$ cat src/rtl/console_escape_translator_fifo_assert.svh
// Assertion macros shared by the console receive block.
`ifndef CONSOLE_ESCAPE_TRANSLATOR_FIFO_ASSERT_SVH
`define CONSOLE_ESCAPE_TRANSLATOR_FIFO_ASSERT_SVH

// Same-cycle implication, masked while in reset.
`define CET_ASSERT_IMP(label, clk, rstn, ante, cons) \
  label: assert property (@(posedge clk) disable iff (!rstn) (ante) |-> (cons)) \
    else $error("console rx: same-cycle check failed");

// Next-cycle implication, masked while in reset.
`define CET_ASSERT_NXT(label, clk, rstn, ante, cons) \
  label: assert property (@(posedge clk) disable iff (!rstn) (ante) |=> (cons)) \
    else $error("console rx: next-cycle check failed");

`endif

$ cat src/rtl/cet_pkg.sv
package cet_pkg;

  // Parser mode, one-hot
  typedef enum logic [3:0] {
    ModeIdle      = 4'b0001,
    ModeEsc       = 4'b0010,
    ModeEscBrkt   = 4'b0100,
    ModeCtrl      = 4'b1000
  } mode_e;

  // Console command codes
  typedef enum logic [3:0] {
    CmdNone       = 4'd0,
    CmdQuit       = 4'd1,
    CmdDevices    = 4'd2,
    CmdRegs       = 4'd3,
    CmdMemlog     = 4'd4,
    CmdSuspend    = 4'd5,
    CmdResume     = 4'd6,
    CmdTlb        = 4'd7,
    CmdBlocks     = 4'd8,
    CmdConfig     = 4'd9,
    CmdStats      = 4'd10,
    CmdExperiment = 4'd11,
    CmdHelp       = 4'd12
  } cmd_e;

  // Input kinds
  localparam logic KindRx   = 1'b0;
  localparam logic KindRead = 1'b1;

  // Special bytes
  localparam logic [7:0] ChEsc     = 8'h1b;
  localparam logic [7:0] ChBracket = 8'h5b;
  localparam logic [7:0] ChCtrlBr  = 8'h1d;
  localparam logic [7:0] ChNul     = 8'h00;
  localparam logic [7:0] ChUp      = 8'h41;
  localparam logic [7:0] ChDown    = 8'h42;
  localparam logic [7:0] ChRight   = 8'h43;
  localparam logic [7:0] ChLeft    = 8'h44;

  // Translated arrow key codes
  localparam logic [7:0] KeyUp    = 8'd16;
  localparam logic [7:0] KeyDown  = 8'd14;
  localparam logic [7:0] KeyRight = 8'd6;
  localparam logic [7:0] KeyLeft  = 8'd2;

  // Classified operation passed from the parser to the FIFO side
  typedef struct packed {
    logic       is_read;
    logic       st0_v;
    logic [7:0] st0;
    logic       st1_v;   // second store, only with st0_v
    logic [7:0] st1;
    cmd_e       cmd;
  } op_t;

  // Op queue status
  typedef struct packed {
    logic ready;  // room for one more op
    logic valid;  // head op present
  } q_stat_t;

  // Command letter lookup after Ctrl-]
  function automatic cmd_e command_code(input logic [7:0] b);
    cmd_e c;
    case (b)
      "q":     c = CmdQuit;
      "d":     c = CmdDevices;
      "r":     c = CmdRegs;
      "m":     c = CmdMemlog;
      "s":     c = CmdSuspend;
      "u":     c = CmdResume;
      "t":     c = CmdTlb;
      "b":     c = CmdBlocks;
      "c":     c = CmdConfig;
      "j":     c = CmdStats;
      "x":     c = CmdExperiment;
      default: c = CmdHelp;
    endcase
    return c;
  endfunction

endpackage

$ cat src/rtl/cet_front.sv
module cet_front (
  input  logic           clk_i,
  input  logic           rst_ni,
  input  logic           in_valid_i,
  input  logic           in_kind_i,
  input  logic [7:0]     in_byte_i,
  output logic           in_ready_o,
  output logic           op_valid_o,
  output cet_pkg::op_t   op_o,
  input  logic           op_ready_i
);

  cet_pkg::mode_e mode_q, mode_d;
  cet_pkg::op_t   op;
  logic           accept;

  assign in_ready_o = op_ready_i;
  assign op_valid_o = in_valid_i;
  assign accept     = in_valid_i & op_ready_i;
  assign op_o       = op;

  // Classify one item and step the escape parser
  always_comb begin
    op      = '0;
    op.cmd  = cet_pkg::CmdNone;
    mode_d  = mode_q;
    if (in_kind_i == cet_pkg::KindRead) begin
      op.is_read = 1'b1;
    end else begin
      unique case (mode_q)
        cet_pkg::ModeIdle: begin
          if (in_byte_i == cet_pkg::ChEsc) begin
            mode_d = cet_pkg::ModeEsc;
          end else if (in_byte_i == cet_pkg::ChCtrlBr) begin
            mode_d = cet_pkg::ModeCtrl;
          end else if (in_byte_i != cet_pkg::ChNul) begin
            op.st0_v = 1'b1;
            op.st0   = in_byte_i;
          end
        end
        cet_pkg::ModeEsc: begin
          if (in_byte_i == cet_pkg::ChBracket) begin
            mode_d = cet_pkg::ModeEscBrkt;
          end else begin
            // lone ESC: keep both bytes
            op.st0_v = 1'b1;
            op.st0   = cet_pkg::ChEsc;
            op.st1_v = 1'b1;
            op.st1   = in_byte_i;
            mode_d   = cet_pkg::ModeIdle;
          end
        end
        cet_pkg::ModeEscBrkt: begin
          case (in_byte_i)
            cet_pkg::ChUp: begin
              op.st0_v = 1'b1;
              op.st0   = cet_pkg::KeyUp;
            end
            cet_pkg::ChDown: begin
              op.st0_v = 1'b1;
              op.st0   = cet_pkg::KeyDown;
            end
            cet_pkg::ChRight: begin
              op.st0_v = 1'b1;
              op.st0   = cet_pkg::KeyRight;
            end
            cet_pkg::ChLeft: begin
              op.st0_v = 1'b1;
              op.st0   = cet_pkg::KeyLeft;
            end
            default: ;
          endcase
          mode_d = cet_pkg::ModeIdle;
        end
        cet_pkg::ModeCtrl: begin
          if (in_byte_i == cet_pkg::ChCtrlBr) begin
            op.st0_v = 1'b1;
            op.st0   = cet_pkg::ChCtrlBr;
          end else begin
            op.cmd = cet_pkg::command_code(in_byte_i);
          end
          mode_d = cet_pkg::ModeIdle;
        end
        default: mode_d = cet_pkg::ModeIdle;
      endcase
    end
  end

  always_ff @(posedge clk_i or negedge rst_ni) begin
    if (!rst_ni) begin
      mode_q <= cet_pkg::ModeIdle;
    end else if (accept) begin
      mode_q <= mode_d;
    end
  end

endmodule

$ cat src/rtl/cet_queue.sv
module cet_queue (
  input  logic              clk_i,
  input  logic              rst_ni,
  input  logic              push_i,
  input  cet_pkg::op_t      push_op_i,
  input  logic              pop_i,
  output cet_pkg::op_t      head_o,
  output cet_pkg::q_stat_t  stat_o
);

  // Two-entry op queue
  cet_pkg::op_t slot_q [2];
  logic         wr_ptr_q, rd_ptr_q;
  logic [1:0]   cnt_q;
  logic         do_push, do_pop;

  assign stat_o.ready = (cnt_q != 2'd2);
  assign stat_o.valid = (cnt_q != 2'd0);
  assign do_push      = push_i & stat_o.ready;
  assign do_pop       = pop_i & stat_o.valid;
  assign head_o       = slot_q[rd_ptr_q];

  always_ff @(posedge clk_i) begin
    if (do_push) begin
      slot_q[wr_ptr_q] <= push_op_i;
    end
  end

  always_ff @(posedge clk_i or negedge rst_ni) begin
    if (!rst_ni) begin
      wr_ptr_q <= 1'b0;
      rd_ptr_q <= 1'b0;
      cnt_q    <= 2'd0;
    end else begin
      if (do_push) wr_ptr_q <= ~wr_ptr_q;
      if (do_pop)  rd_ptr_q <= ~rd_ptr_q;
      cnt_q <= cnt_q + {1'b0, do_push} - {1'b0, do_pop};
    end
  end

endmodule

$ cat src/rtl/cet_back.sv
module cet_back #(
  parameter int unsigned FIFO_DEPTH = 64
) (
  input  logic           clk_i,
  input  logic           rst_ni,
  input  cet_pkg::op_t   head_i,
  input  logic           head_valid_i,
  output logic           pop_o,
  output logic           res_valid_o,
  input  logic           res_ready_i,
  output logic           read_valid_o,
  output logic [7:0]     read_char_o,
  output logic           char_available_o,
  output logic [3:0]     command_o,
  output logic [1:0]     dropped_o
);

  localparam int unsigned IdxW = (FIFO_DEPTH > 1) ? $clog2(FIFO_DEPTH) : 1;
  localparam logic [IdxW-1:0] LastIdx = IdxW'(FIFO_DEPTH - 1);

  // Ring store, no reset
  logic [7:0]      mem_q [FIFO_DEPTH];
  logic [7:0]      rd_data_q;
  logic [IdxW-1:0] wr_q, wr_d, rd_q, rd_d, wr_nxt, rd_nxt;
  logic            phase_q, phase_d, drop_acc_q, drop_acc_d;
  logic            out_valid_q;
  logic            res_rv_q, res_avail_q;
  cet_pkg::cmd_e   res_cmd_q;
  logic [1:0]      res_drop_q, drop_sum;
  logic            first_step, out_free, finish;
  logic            wen_req, wen, ren, full, drop_now;
  logic [7:0]      wbyte;

  assign wr_nxt = (wr_q == LastIdx) ? '0 : wr_q + 1'b1;
  assign rd_nxt = (rd_q == LastIdx) ? '0 : rd_q + 1'b1;
  assign full   = (wr_nxt == rd_q);

  // Sequencing: a two-byte store writes its first byte in a step of its own
  assign first_step = head_valid_i & head_i.st1_v & ~phase_q;
  assign out_free   = ~out_valid_q | res_ready_i;
  assign finish     = head_valid_i & ~first_step & out_free;
  assign pop_o      = finish;

  // Store and pop for this cycle
  always_comb begin
    wen_req    = first_step | (finish & (phase_q | head_i.st0_v));
    wbyte      = (finish & phase_q) ? head_i.st1 : head_i.st0;
    wen        = wen_req & ~full;
    drop_now   = wen_req & full;
    wr_d       = wen ? wr_nxt : wr_q;
    ren        = finish & head_i.is_read & (rd_q != wr_q);
    rd_d       = ren ? rd_nxt : rd_q;
    phase_d    = phase_q;
    drop_acc_d = drop_acc_q;
    if (first_step) begin
      phase_d    = 1'b1;
      drop_acc_d = drop_now;
    end else if (finish) begin
      phase_d = 1'b0;
    end
    drop_sum = {1'b0, phase_q & drop_acc_q} + {1'b0, drop_now};
  end

  always_ff @(posedge clk_i) begin
    if (wen) begin
      mem_q[wr_q] <= wbyte;
    end
    if (ren) begin
      rd_data_q <= mem_q[rd_q];
    end
  end

  // Indices and sequencing state
  always_ff @(posedge clk_i or negedge rst_ni) begin
    if (!rst_ni) begin
      wr_q        <= '0;
      rd_q        <= '0;
      phase_q     <= 1'b0;
      drop_acc_q  <= 1'b0;
      out_valid_q <= 1'b0;
    end else begin
      wr_q       <= wr_d;
      rd_q       <= rd_d;
      phase_q    <= phase_d;
      drop_acc_q <= drop_acc_d;
      if (finish) begin
        out_valid_q <= 1'b1;
      end else if (res_ready_i) begin
        out_valid_q <= 1'b0;
      end
    end
  end

  // Result register
  always_ff @(posedge clk_i) begin
    if (finish) begin
      res_rv_q    <= ren;
      res_avail_q <= (rd_d != wr_d);
      res_cmd_q   <= head_i.cmd;
      res_drop_q  <= drop_sum;
    end
  end

  assign res_valid_o      = out_valid_q;
  assign read_valid_o     = res_rv_q;
  assign read_char_o      = res_rv_q ? rd_data_q : 8'h00;
  assign char_available_o = res_avail_q;
  assign command_o        = res_cmd_q;
  assign dropped_o        = res_drop_q;

endmodule

$ cat src/rtl/console_escape_translator_fifo.sv
// Console receive front end with a byte FIFO.
// Slave stream: one request per beat. tuser is the kind (0 = console byte,
// 1 = guest read request); tdata carries the console byte.
// Master stream: exactly one result per request, in request order, 16-bit
// tdata holding read_valid, read_char, char_available, command, dropped.
// A parser turns ESC [ A-D into arrow codes and Ctrl-] letters into
// console commands; other nonzero bytes go into a ring FIFO that holds
// FIFO_DEPTH-1 bytes, extra bytes being dropped and counted.
// A request passes through the op queue and the result register before its
// result is valid on the master side. Throughput: one request per cycle while
// the master side takes results; a lone ESC followed by a non-bracket byte
// needs a separate step per byte, since the ring store has one write port.
// A two-entry op queue separates parser and FIFO side; when the master
// side stalls the queue fills and s_axis_tready falls after at most two
// more beats.
// Reset clears the parser to idle and empties the FIFO; stored bytes are
// not cleared and no clearing pass is needed.
module console_escape_translator_fifo #(
  parameter int unsigned FIFO_DEPTH = 64
) (
  input  logic        clk_i,
  input  logic        rst_ni,
  input  logic        s_axis_tvalid_i,
  output logic        s_axis_tready_o,
  input  logic [7:0]  s_axis_tdata_i,   // [7:0] rx_byte
  input  logic        s_axis_tuser_i,   // [0] kind
  output logic        m_axis_tvalid_o,
  input  logic        m_axis_tready_i,
  output logic [15:0] m_axis_tdata_o    // [0] read_valid, [8:1] read_char,
                                        // [9] char_available, [13:10] command,
                                        // [15:14] dropped
);

  cet_pkg::op_t     front_op, head_op;
  cet_pkg::q_stat_t q_stat;
  logic             front_valid, pop;
  logic             read_valid, char_available;
  logic [7:0]       read_char;
  logic [3:0]       command;
  logic [1:0]       dropped;
  logic             res_read, res_drop, read_side_clear;

  // Parser
  cet_front u_front (
    .clk_i      (clk_i),
    .rst_ni     (rst_ni),
    .in_valid_i (s_axis_tvalid_i),
    .in_kind_i  (s_axis_tuser_i),
    .in_byte_i  (s_axis_tdata_i),
    .in_ready_o (s_axis_tready_o),
    .op_valid_o (front_valid),
    .op_o       (front_op),
    .op_ready_i (q_stat.ready)
  );

  // Op queue
  cet_queue u_queue (
    .clk_i     (clk_i),
    .rst_ni    (rst_ni),
    .push_i    (front_valid),
    .push_op_i (front_op),
    .pop_i     (pop),
    .head_o    (head_op),
    .stat_o    (q_stat)
  );

  // Ring FIFO and result register
  cet_back #(
    .FIFO_DEPTH (FIFO_DEPTH)
  ) u_back (
    .clk_i            (clk_i),
    .rst_ni           (rst_ni),
    .head_i           (head_op),
    .head_valid_i     (q_stat.valid),
    .pop_o            (pop),
    .res_valid_o      (m_axis_tvalid_o),
    .res_ready_i      (m_axis_tready_i),
    .read_valid_o     (read_valid),
    .read_char_o      (read_char),
    .char_available_o (char_available),
    .command_o        (command),
    .dropped_o        (dropped)
  );

  assign m_axis_tdata_o = {dropped, command, char_available, read_char, read_valid};

  // Checks
  assign res_read        = m_axis_tvalid_o && read_valid;
  assign res_drop        = m_axis_tvalid_o && (dropped != 2'd0);
  assign read_side_clear = (command == cet_pkg::CmdNone) && (dropped == 2'd0);

  `include "console_escape_translator_fifo_assert.svh"

  `CET_ASSERT_IMP(a_stall_has_head, clk_i, rst_ni, !s_axis_tready_o, q_stat.valid)
  `CET_ASSERT_IMP(a_read_no_side, clk_i, rst_ni, res_read, read_side_clear)
  `CET_ASSERT_IMP(a_drop_means_full, clk_i, rst_ni, res_drop, char_available)
  `CET_ASSERT_NXT(a_pop_gives_result, clk_i, rst_ni, pop, m_axis_tvalid_o)

endmodule
$ cat config.mk
export PLATFORM = sky130hd
export DESIGN_NAME = console_escape_translator_fifo
export DESIGN_NICKNAME = d
export VERILOG_FILES = /design/src/rtl/cet_pkg.sv /design/src/rtl/cet_front.sv /design/src/rtl/cet_queue.sv /design/src/rtl/cet_back.sv /design/src/rtl/console_escape_translator_fifo.sv
export VERILOG_INCLUDE_DIRS = /design/src /design/src/rtl
export SDC_FILE = /design/constraint.sdc
export NUM_CORES = 1
export LEC_CHECK = 0
export ABC_AREA = 1
export BUFFER_PORTS_ARGS = -buffer_cell sky130_fd_sc_hd__buf_2
export CAP_MARGIN = 15
export CORE_UTILIZATION = 30
export CTS_CLUSTER_SIZE = 20
export DETAILED_ROUTE_END_ITERATION = 10
export PLACE_DENSITY = 0.55
export SLEW_MARGIN = 20
export SYNTH_ARGS = -nofsm -noshare
export SYNTH_HDL_FRONTEND = slang
export SYNTH_SLANG_ARGS = --single-unit
$ cat constraint.sdc
create_clock -name clk_i -period 4.35 [get_ports clk_i]
set_input_delay 0.435 -clock clk_i [delete_from_list [all_inputs] [get_ports clk_i]]
set_output_delay 0.435 -clock clk_i [all_outputs]
set_load 0.005 [all_outputs]
[Word level (Yosys, flattened, before mapping)]
Memory sizes are Yosys's and may differ from the RTL's. A register that Yosys moved wholly into a read port is not among the register bits.
Index checks and enable logic that the tools add are counted.
Word-level totals
  flip-flop bits (word level): 31
  bits in writable memories: 558
  bits of input ports: 13
  output and inout port bits: 18
  word-level logic and storage cells: 108
  memories kept: 2
Memories
  u_back.mem_q: depth 64, width 8, rd ports 1, clocked after memory_dff 1, write ports 1, RTL line cet_back.sv:22  | logic [7:0] mem_q [FIFO_DEPTH];
  u_queue.slot_q: depth 2, width 23, rd ports 1, clocked after memory_dff 0, write ports 1, RTL line cet_queue.sv:12  | cet_pkg::op_t slot_q [2];
Operators by class
  add/sub/neg operators: 5
  equality and inequality tests: 29
  mux-type cells: 31
  bitwise gates (word level): 23
  reduce and logical (&&, ||, !) cells: 5
Operator list (count)
  8-bit by 7-bit == test with 1-bit output, second input constant: 16
  9-bit one-hot mux with 4 select lines: 2
  9-bit 2-to-1 mux: 5
  4-bit one-hot mux with 11 select lines: 1
  6-bit 2-to-1 mux: 4
  22-bit 2-to-1 mux: 1
  18-bit 2-to-1 mux: 1
  8-bit by 5-bit == test with 1-bit output, second input constant: 2
  4-bit 2-to-1 mux: 4
  8-bit 2-to-1 mux: 2
  1-bit AND: 13
  6-bit by 1-bit adder with 6-bit output, second input constant: 2
  6-bit == test, second input constant: 2
  6-bit != test: 2
  1-bit 2-to-1 mux: 9
  4-bit one-hot mux with 2 select lines: 1
  8-bit nonzero test: 1
  1-bit NOT: 7
  6-bit == test: 1
  2-bit nonzero test: 3
  4-bit by 1-bit == test with 1-bit output, second input constant: 1
  4-bit by 2-bit == test with 1-bit output, second input constant: 1
  4-bit by 3-bit == test with 1-bit output, second input constant: 1
  4-bit == test, second input constant: 1
  8 further kinds: 10

[Longest topological paths before layout]
  depth after elaboration: 11
  mapped depth: 16
  gate-level depth less buffers: 16

[Modules after synthesis]
Synthesis repeated with hierarchy kept, for this count alone.
Unflattened totals
  cell total of the unflattened synthesis: 2062
  area, all modules: 25046.5 sq um
By module, submodules not included
  cet_back: instances 1, cells each 1749, area each 22317.7 sq um, sequential area each 16230.6 sq um
  cet_queue: instances 1, cells each 151, area each 1891.8 sq um, sequential area each 1481.4 sq um
  cet_front: instances 1, cells each 160, area each 822.0 sq um, sequential area each 101.3 sq um
  console_escape_translator_fifo: instances 1, cells each 2, area each 15.0 sq um, sequential area each 0.0 sq um

[Least setup slack after synthesis]
No wires, ideal clock.
  path kind: reg-to-reg
  from: register u_queue.cnt_q[1]
  to: memory u_back.mem_q[0][0] (data pin)
  library setup time: 0.701 ns
  arrival: 4.013 ns
  required time: 3.649 ns
  path slack: -0.365 ns
  cell stages (with the launch flop): 8
  path buffers: 1
  clock period less this slack: 4.715 ns
  path through: dfrtp_1 or2_4 nand3_4 nand3_4 inv_1 nand2_1 buf_2 o21ai_0
On the way
  longest elaborated chain between the ends: 8
RTL lines
  start, declared: RTL line cet_queue.sv:14  | logic [1:0] cnt_q;
  start signal, assigned: RTL line cet_queue.sv:37  | cnt_q <= cnt_q + {1'b0, do_push} - {1'b0, do_pop};
  2-bit nonzero test (*): RTL line cet_queue.sv:18  | assign stat_o.valid = (cnt_q != 2'd0);
  1-bit AND (2 in series): RTL line cet_back.sv:39  | assign first_step = head_valid_i & head_i.st1_v & ~phase_q;
  1-bit NOT: RTL line cet_back.sv:41  | assign finish = head_valid_i & ~first_step & out_free;
  1-bit AND (*) (2 in series): RTL line cet_back.sv:41
  named net pop: RTL line console_escape_translator_fifo.sv:36  | logic front_valid, pop;
  1-bit AND (*): RTL line cet_back.sv:47  | wbyte = (finish & phase_q) ? head_i.st1 : head_i.st0;
  8-bit 2-to-1 mux (*): RTL line cet_back.sv:47
  named net u_back.wbyte[0]: RTL line cet_back.sv:32  | logic [7:0] wbyte;
  end, declared: RTL line cet_back.sv:22
Mark *: on every way through the listed nets, which the timed path passes. The rest lies on a longest branch.

[Final worst setup path]
  from: register u_back.wr_q[1]
  to: memory u_back.mem_q[31][7], enable pin
On the way
  longest elaborated chain between the ends: 7
  elaborated cells between the ends (all ways): 8
  those cells by class: add/sub: 1; eq/ne: 2; mux: 3; bitwise: 2
RTL lines
  start, declared: RTL line cet_back.sv:24  | logic [IdxW-1:0] wr_q, wr_d, rd_q, rd_d, wr_nxt, rd_nxt;
  start signal, assigned: RTL line cet_back.sv:82  | wr_q <= wr_d;
  6-bit by 1-bit adder with 6-bit output or 6-bit == test (tied branches): RTL line cet_back.sv:34  | assign wr_nxt = (wr_q == LastIdx) ? '0 : wr_q + 1'b1;
  6-bit 2-to-1 mux: RTL line cet_back.sv:34
  6-bit == test: RTL line cet_back.sv:36  | assign full = (wr_nxt == rd_q);
  1-bit NOT: RTL line cet_back.sv:48  | wen = wen_req & ~full;
  1-bit AND: RTL line cet_back.sv:48
  1-bit 2-to-1 mux: RTL line cet_back.sv:65  | if (wen) begin
  1-bit 2-to-1 mux (implied by the code): RTL line cet_back.sv:66  | mem_q[wr_q] <= wbyte;
Several ways; a longest one is shown, not always the timed one.

==> flow_summary.toml <==
[route]
avgViaCountPerCell = 5.22
drc = 0
postRouteWirelength_um = 68600
detail-route-antenna-nets = 0
drt-wirelength-per-cell_um = 21.5
drtPass1Iterations = 6
first_iter_violations = 1789
dr_total_vias = 16643

[synthesis]
postSynthCellCount = 2067
post_synth_and_or_nand_nor_area_fraction_pct = 12.2
synthAdderAreaFrac_pct = 0.251
synth_enable_flop_cells = 574
synth.yosys.seq_area_share_pct = 71.5
yosys_most_used_dff = "sky130_fd_sc_hd__edfxtp_1"
synth-seq-cells = 597
largest_family_of_logic_cells_by_synthesized_area = "simple AND/OR/NAND/NOR gates"
mappedNetlistArea_um2 = 24900
syn-mean-instance-area_um2 = 12.1
netlist-cell-type-count = 47
synth_warnings = 0
synth_compound_gate_area_share_pct = 11.8
synth.mux.area_fraction_pct = 0.362
yosys.area_share.xor_xnor_pct = 0.246
synth-async-reset-ratio_pct = 3.85
postSynthNetCount = 2085

[timing]
finalCriticalPeriod_ns = 3.59
report.final.slew_viol_count = 0
hold_slack_ns = 0.140
timing.final.hold_violations = 0
setup_viol = 0
slew-limit-headroom_pct = 29.7
achievable-frequency_ghz = 0.279
worst_margin_pin_slew_ns = 1.05
layout_worst_path_cycle_share_pct = 82.5
worst_clock_skew_ns = 0.0269
setup_ws_ns = 0.763
grt_setup_unrepaired = "no"

[layout]
fin_area_um2 = 28400
sequential_cell_area_in_the_final_layout_um2 = 17800
layout_common_cells = "574 x sky130_fd_sc_hd__edfxtp_1, 430 x sky130_fd_sc_hd__nor2_1, 328 x sky130_fd_sc_hd__o21ai_0, 166 x sky130_fd_sc_hd__nand2_1, 150 x sky130_fd_sc_hd__o22ai_1"
final_nets = 2081
syn_to_final_growth_pct = 14.0
num-fill-cells = 7972
most_common_cell_after_layout_fill_and_taps_aside = "sky130_fd_sc_hd__edfxtp_1"
multi_input_gate_area_um2 = 6290
antenna_cells = 0
drive_gt1_share_pct = 10.7

[worst_setup_path]
required_ns = 4.61
path_class = "register to register"
critical_path.max_fanout = 12
kind_of_end_point_of_the_critical_path = "register"
worst-endpoint-arrival_ns = 3.85
start_kind = "register"
ff2ff_path_depth = 13

[placement]
place_area_um2 = 26300
detailedPlace.worstSlack_ns = 0.782
detailedPlacementHpwl_um = 40900
port_buffers = 30
gp_congestion = 0.900

[power]
power.clock.fraction_pct = 25.4
sw_frac_of_total_pct = 39.3
ir_drop_mv = 0.654
power_per_unit_of_standard_cell_area_nw_per_um2 = 765
power_frac_seq_pct = 38.6
leakage_nw = 9.37
combinationalPowerShare_pct = 36.0
report.power.total_mw = 21.7
intPower_mw = 13.2
netSwitchingPower_mw = 8.54

[cts]
htree_levels = 2
cts_hold_buf = 1
post_cts.repair.setup_buffers = 0
number_of_clock_sinks = 597
tritoncts = "built"
path_clk_slew_ns = 0.06
clock-root-buffer = "sky130_fd_sc_hd__clkbuf_16"
cts_made_buffers = 61
clk_path_buf_depth = 3
clock_latency_ns = 0.64
cts_resized = 0

[die]
initial_utilization_pct = 30.3
die-height_um = 290
io_pins = 31
core_area_um2 = 82100
std_cell_rows = 105
dieArea_um2 = 84200
die_x_um = 290

[outcome]
status = "finished clean"

[flow_run]
timing.max_cap.violations = 0

[hold_path]
timing.hold.worst_path_depth = 4
hold_path.class = "input pin to register"

[grt]
vias_in_the_first_global_route = 16410
grt_pass1_wl_um = 103000
grt_start_max_net_pins = 129
grt_remaining_overflow = 0
grtUsageTotal_pct = 16.0
grt_antenna_before_repair = 1
## routing by layer
layer / vias to the layer above / share of wire [%] / global-route usage [%]
met5: - / 0 / 0
met2: 790 / 46 / 25.0
li1: 7496 / - / -
met1: 8234 / 43 / 22.1
met4: 0 / 2.9 / 5.35
met3: 123 / 9.0 / 3.32
## cells in the mapped netlist, types with 5 or more instances
| cell | count | share of area, % |
|---|---|---|
| sky130_fd_sc_hd__edfxtp_1 | 574 | 69 |
| sky130_fd_sc_hd__nor2_1 | 432 | 6.5 |
| sky130_fd_sc_hd__o21ai_0 | 336 | 6.8 |
| sky130_fd_sc_hd__nand2_1 | 166 | 2.5 |
| sky130_fd_sc_hd__o22ai_1 | 150 | 3.8 |
| sky130_fd_sc_hd__clkbuf_1 | 84 | 1.3 |
| sky130_fd_sc_hd__inv_1 | 65 | 0.98 |
| sky130_fd_sc_hd__nand3_1 | 41 | 0.82 |
| sky130_fd_sc_hd__buf_2 | 26 | 0.52 |
| sky130_fd_sc_hd__dfrtp_1 | 22 | 2.2 |
| sky130_fd_sc_hd__a21oi_1 | 19 | 0.38 |
| sky130_fd_sc_hd__o21ai_1 | 19 | 0.38 |
| sky130_fd_sc_hd__buf_4 | 12 | 0.36 |
| sky130_fd_sc_hd__nand2_2 | 12 | 0.30 |
| sky130_fd_sc_hd__nor3_1 | 12 | 0.24 |
| sky130_fd_sc_hd__mux2i_1 | 9 | 0.36 |
| sky130_fd_sc_hd__o211ai_1 | 8 | 0.24 |
| sky130_fd_sc_hd__or2_2 | 8 | 0.20 |
| sky130_fd_sc_hd__nand4_4 | 7 | 0.60 |
| sky130_fd_sc_hd__nand4_1 | 6 | 0.15 |
| sky130_fd_sc_hd__ha_1 | 5 | 0.25 |
| sky130_fd_sc_hd__inv_2 | 5 | 0.075 |
| sky130_fd_sc_hd__nand3_4 | 5 | 0.35 |
## sequential cells by signal, summed over array words and instances (netlist names)
register                 count
u_back.rd_q                  6
u_front.mode_q               4
u_queue.cnt_q                2
u_back.command_o             4
u_back.dropped_o             2
u_back.mem_q               512
u_back.res_valid_o           1
u_back.drop_acc_q            1
u_back.wr_q                  6
u_queue.rd_ptr_q             1
u_back.phase_q               1
u_back.char_available_o      1
u_back.read_valid_o          1
u_queue.slot_q              46
u_queue.wr_ptr_q             1
u_back.rd_data_q             8
## worst max-delay path, cell delays in order (launching register included)
cell,delay (ns)
sky130_fd_sc_hd__dfrtp_1,0.66
sky130_fd_sc_hd__ha_1,0.35
sky130_fd_sc_hd__nand3_4,0.11
sky130_fd_sc_hd__inv_2,0.09
sky130_fd_sc_hd__nand2_2,0.07
sky130_fd_sc_hd__nand2_1,0.10
sky130_fd_sc_hd__nand2_1,0.06
sky130_fd_sc_hd__nand2_1,0.09
sky130_fd_sc_hd__nor2_2,0.05
sky130_fd_sc_hd__nand3_2,0.22
sky130_fd_sc_hd__nand2_4,0.19
sky130_fd_sc_hd__inv_8,0.16
sky130_fd_sc_hd__nand2_2,0.39
sky130_fd_sc_hd__nor2_1,0.68
## stage by stage
| stage | TNS [ns] | std cells | utilization (%) |
|---|---|---|---|
| 2_1_floorplan | -186.66 | 2067 | - |
| 6_report | 0 | 3186 | 34.6 |
| 3_5_place_dp | 0 | 3069 | 32.0 |
| 4_1_cts | 0 | 3186 | 34.6 |
| 3_3_place_gp | 0 | 3069 | 32.0 |
| 5_1_grt | 0 | 3186 | 34.6 |
## final cells by class
type	count	share of cell area, %
clock buffers	77	5.76
inverters	75	1.09
multi-input cells	1266	22.2
well taps	1070	4.72
clock inverters	39	1.70
repair buffers	62	1.79
flip-flops and latches	597	62.8
## cell families after synthesis
| group | count (synthesis) |
|---|---|
| and+or+nand+nor | 703 |
| DFF | 597 |
| AOI/OAI and AO/OA | 542 |
| buffers and inverters | 204 |
| muxes | 9 |
| xor gates and xnor gates | 7 |
| adders and majority gates | 5 |
## path summary, 6_finish.rpt
| path | from | to | slack [ns] |
|---|---|---|---|
| setup / recovery | u_back.wr_q[1]$_DFF_PN0_ | u_back.mem_q[31][7]$_DFFE_PP_ | 0.76 |
| hold / removal | m_axis_tready_i | u_back.res_valid_o$_DFFE_PN0P_ | 0.14 |
| setup reg to reg | u_back.wr_q[1]$_DFF_PN0_ | u_back.mem_q[31][7]$_DFFE_PP_ | 0.76 |
| hold reg to reg | u_back.drop_acc_q$_DFFE_PN0P_ | u_back.drop_acc_q$_DFFE_PN0P_ | 0.50 |
| max in group asynchronous | rst_ni | u_back.rd_q[1]$_DFF_PN0_ | 3.53 |
| min in group asynchronous | rst_ni | u_back.rd_q[5]$_DFF_PN0_ | 0.35 |
## power groups by stage
stage	clock network [mW]	logic, mW	registers, mW
after global placement	0	7.83	8.50
after detailed placement	0	7.81	8.51
after global routing	5.81	8.46	8.45
final	5.51	7.81	8.39
after floorplan	0	4.74	8.37
after CTS	5.61	7.81	8.39
(Power assumes the default switching activity.)
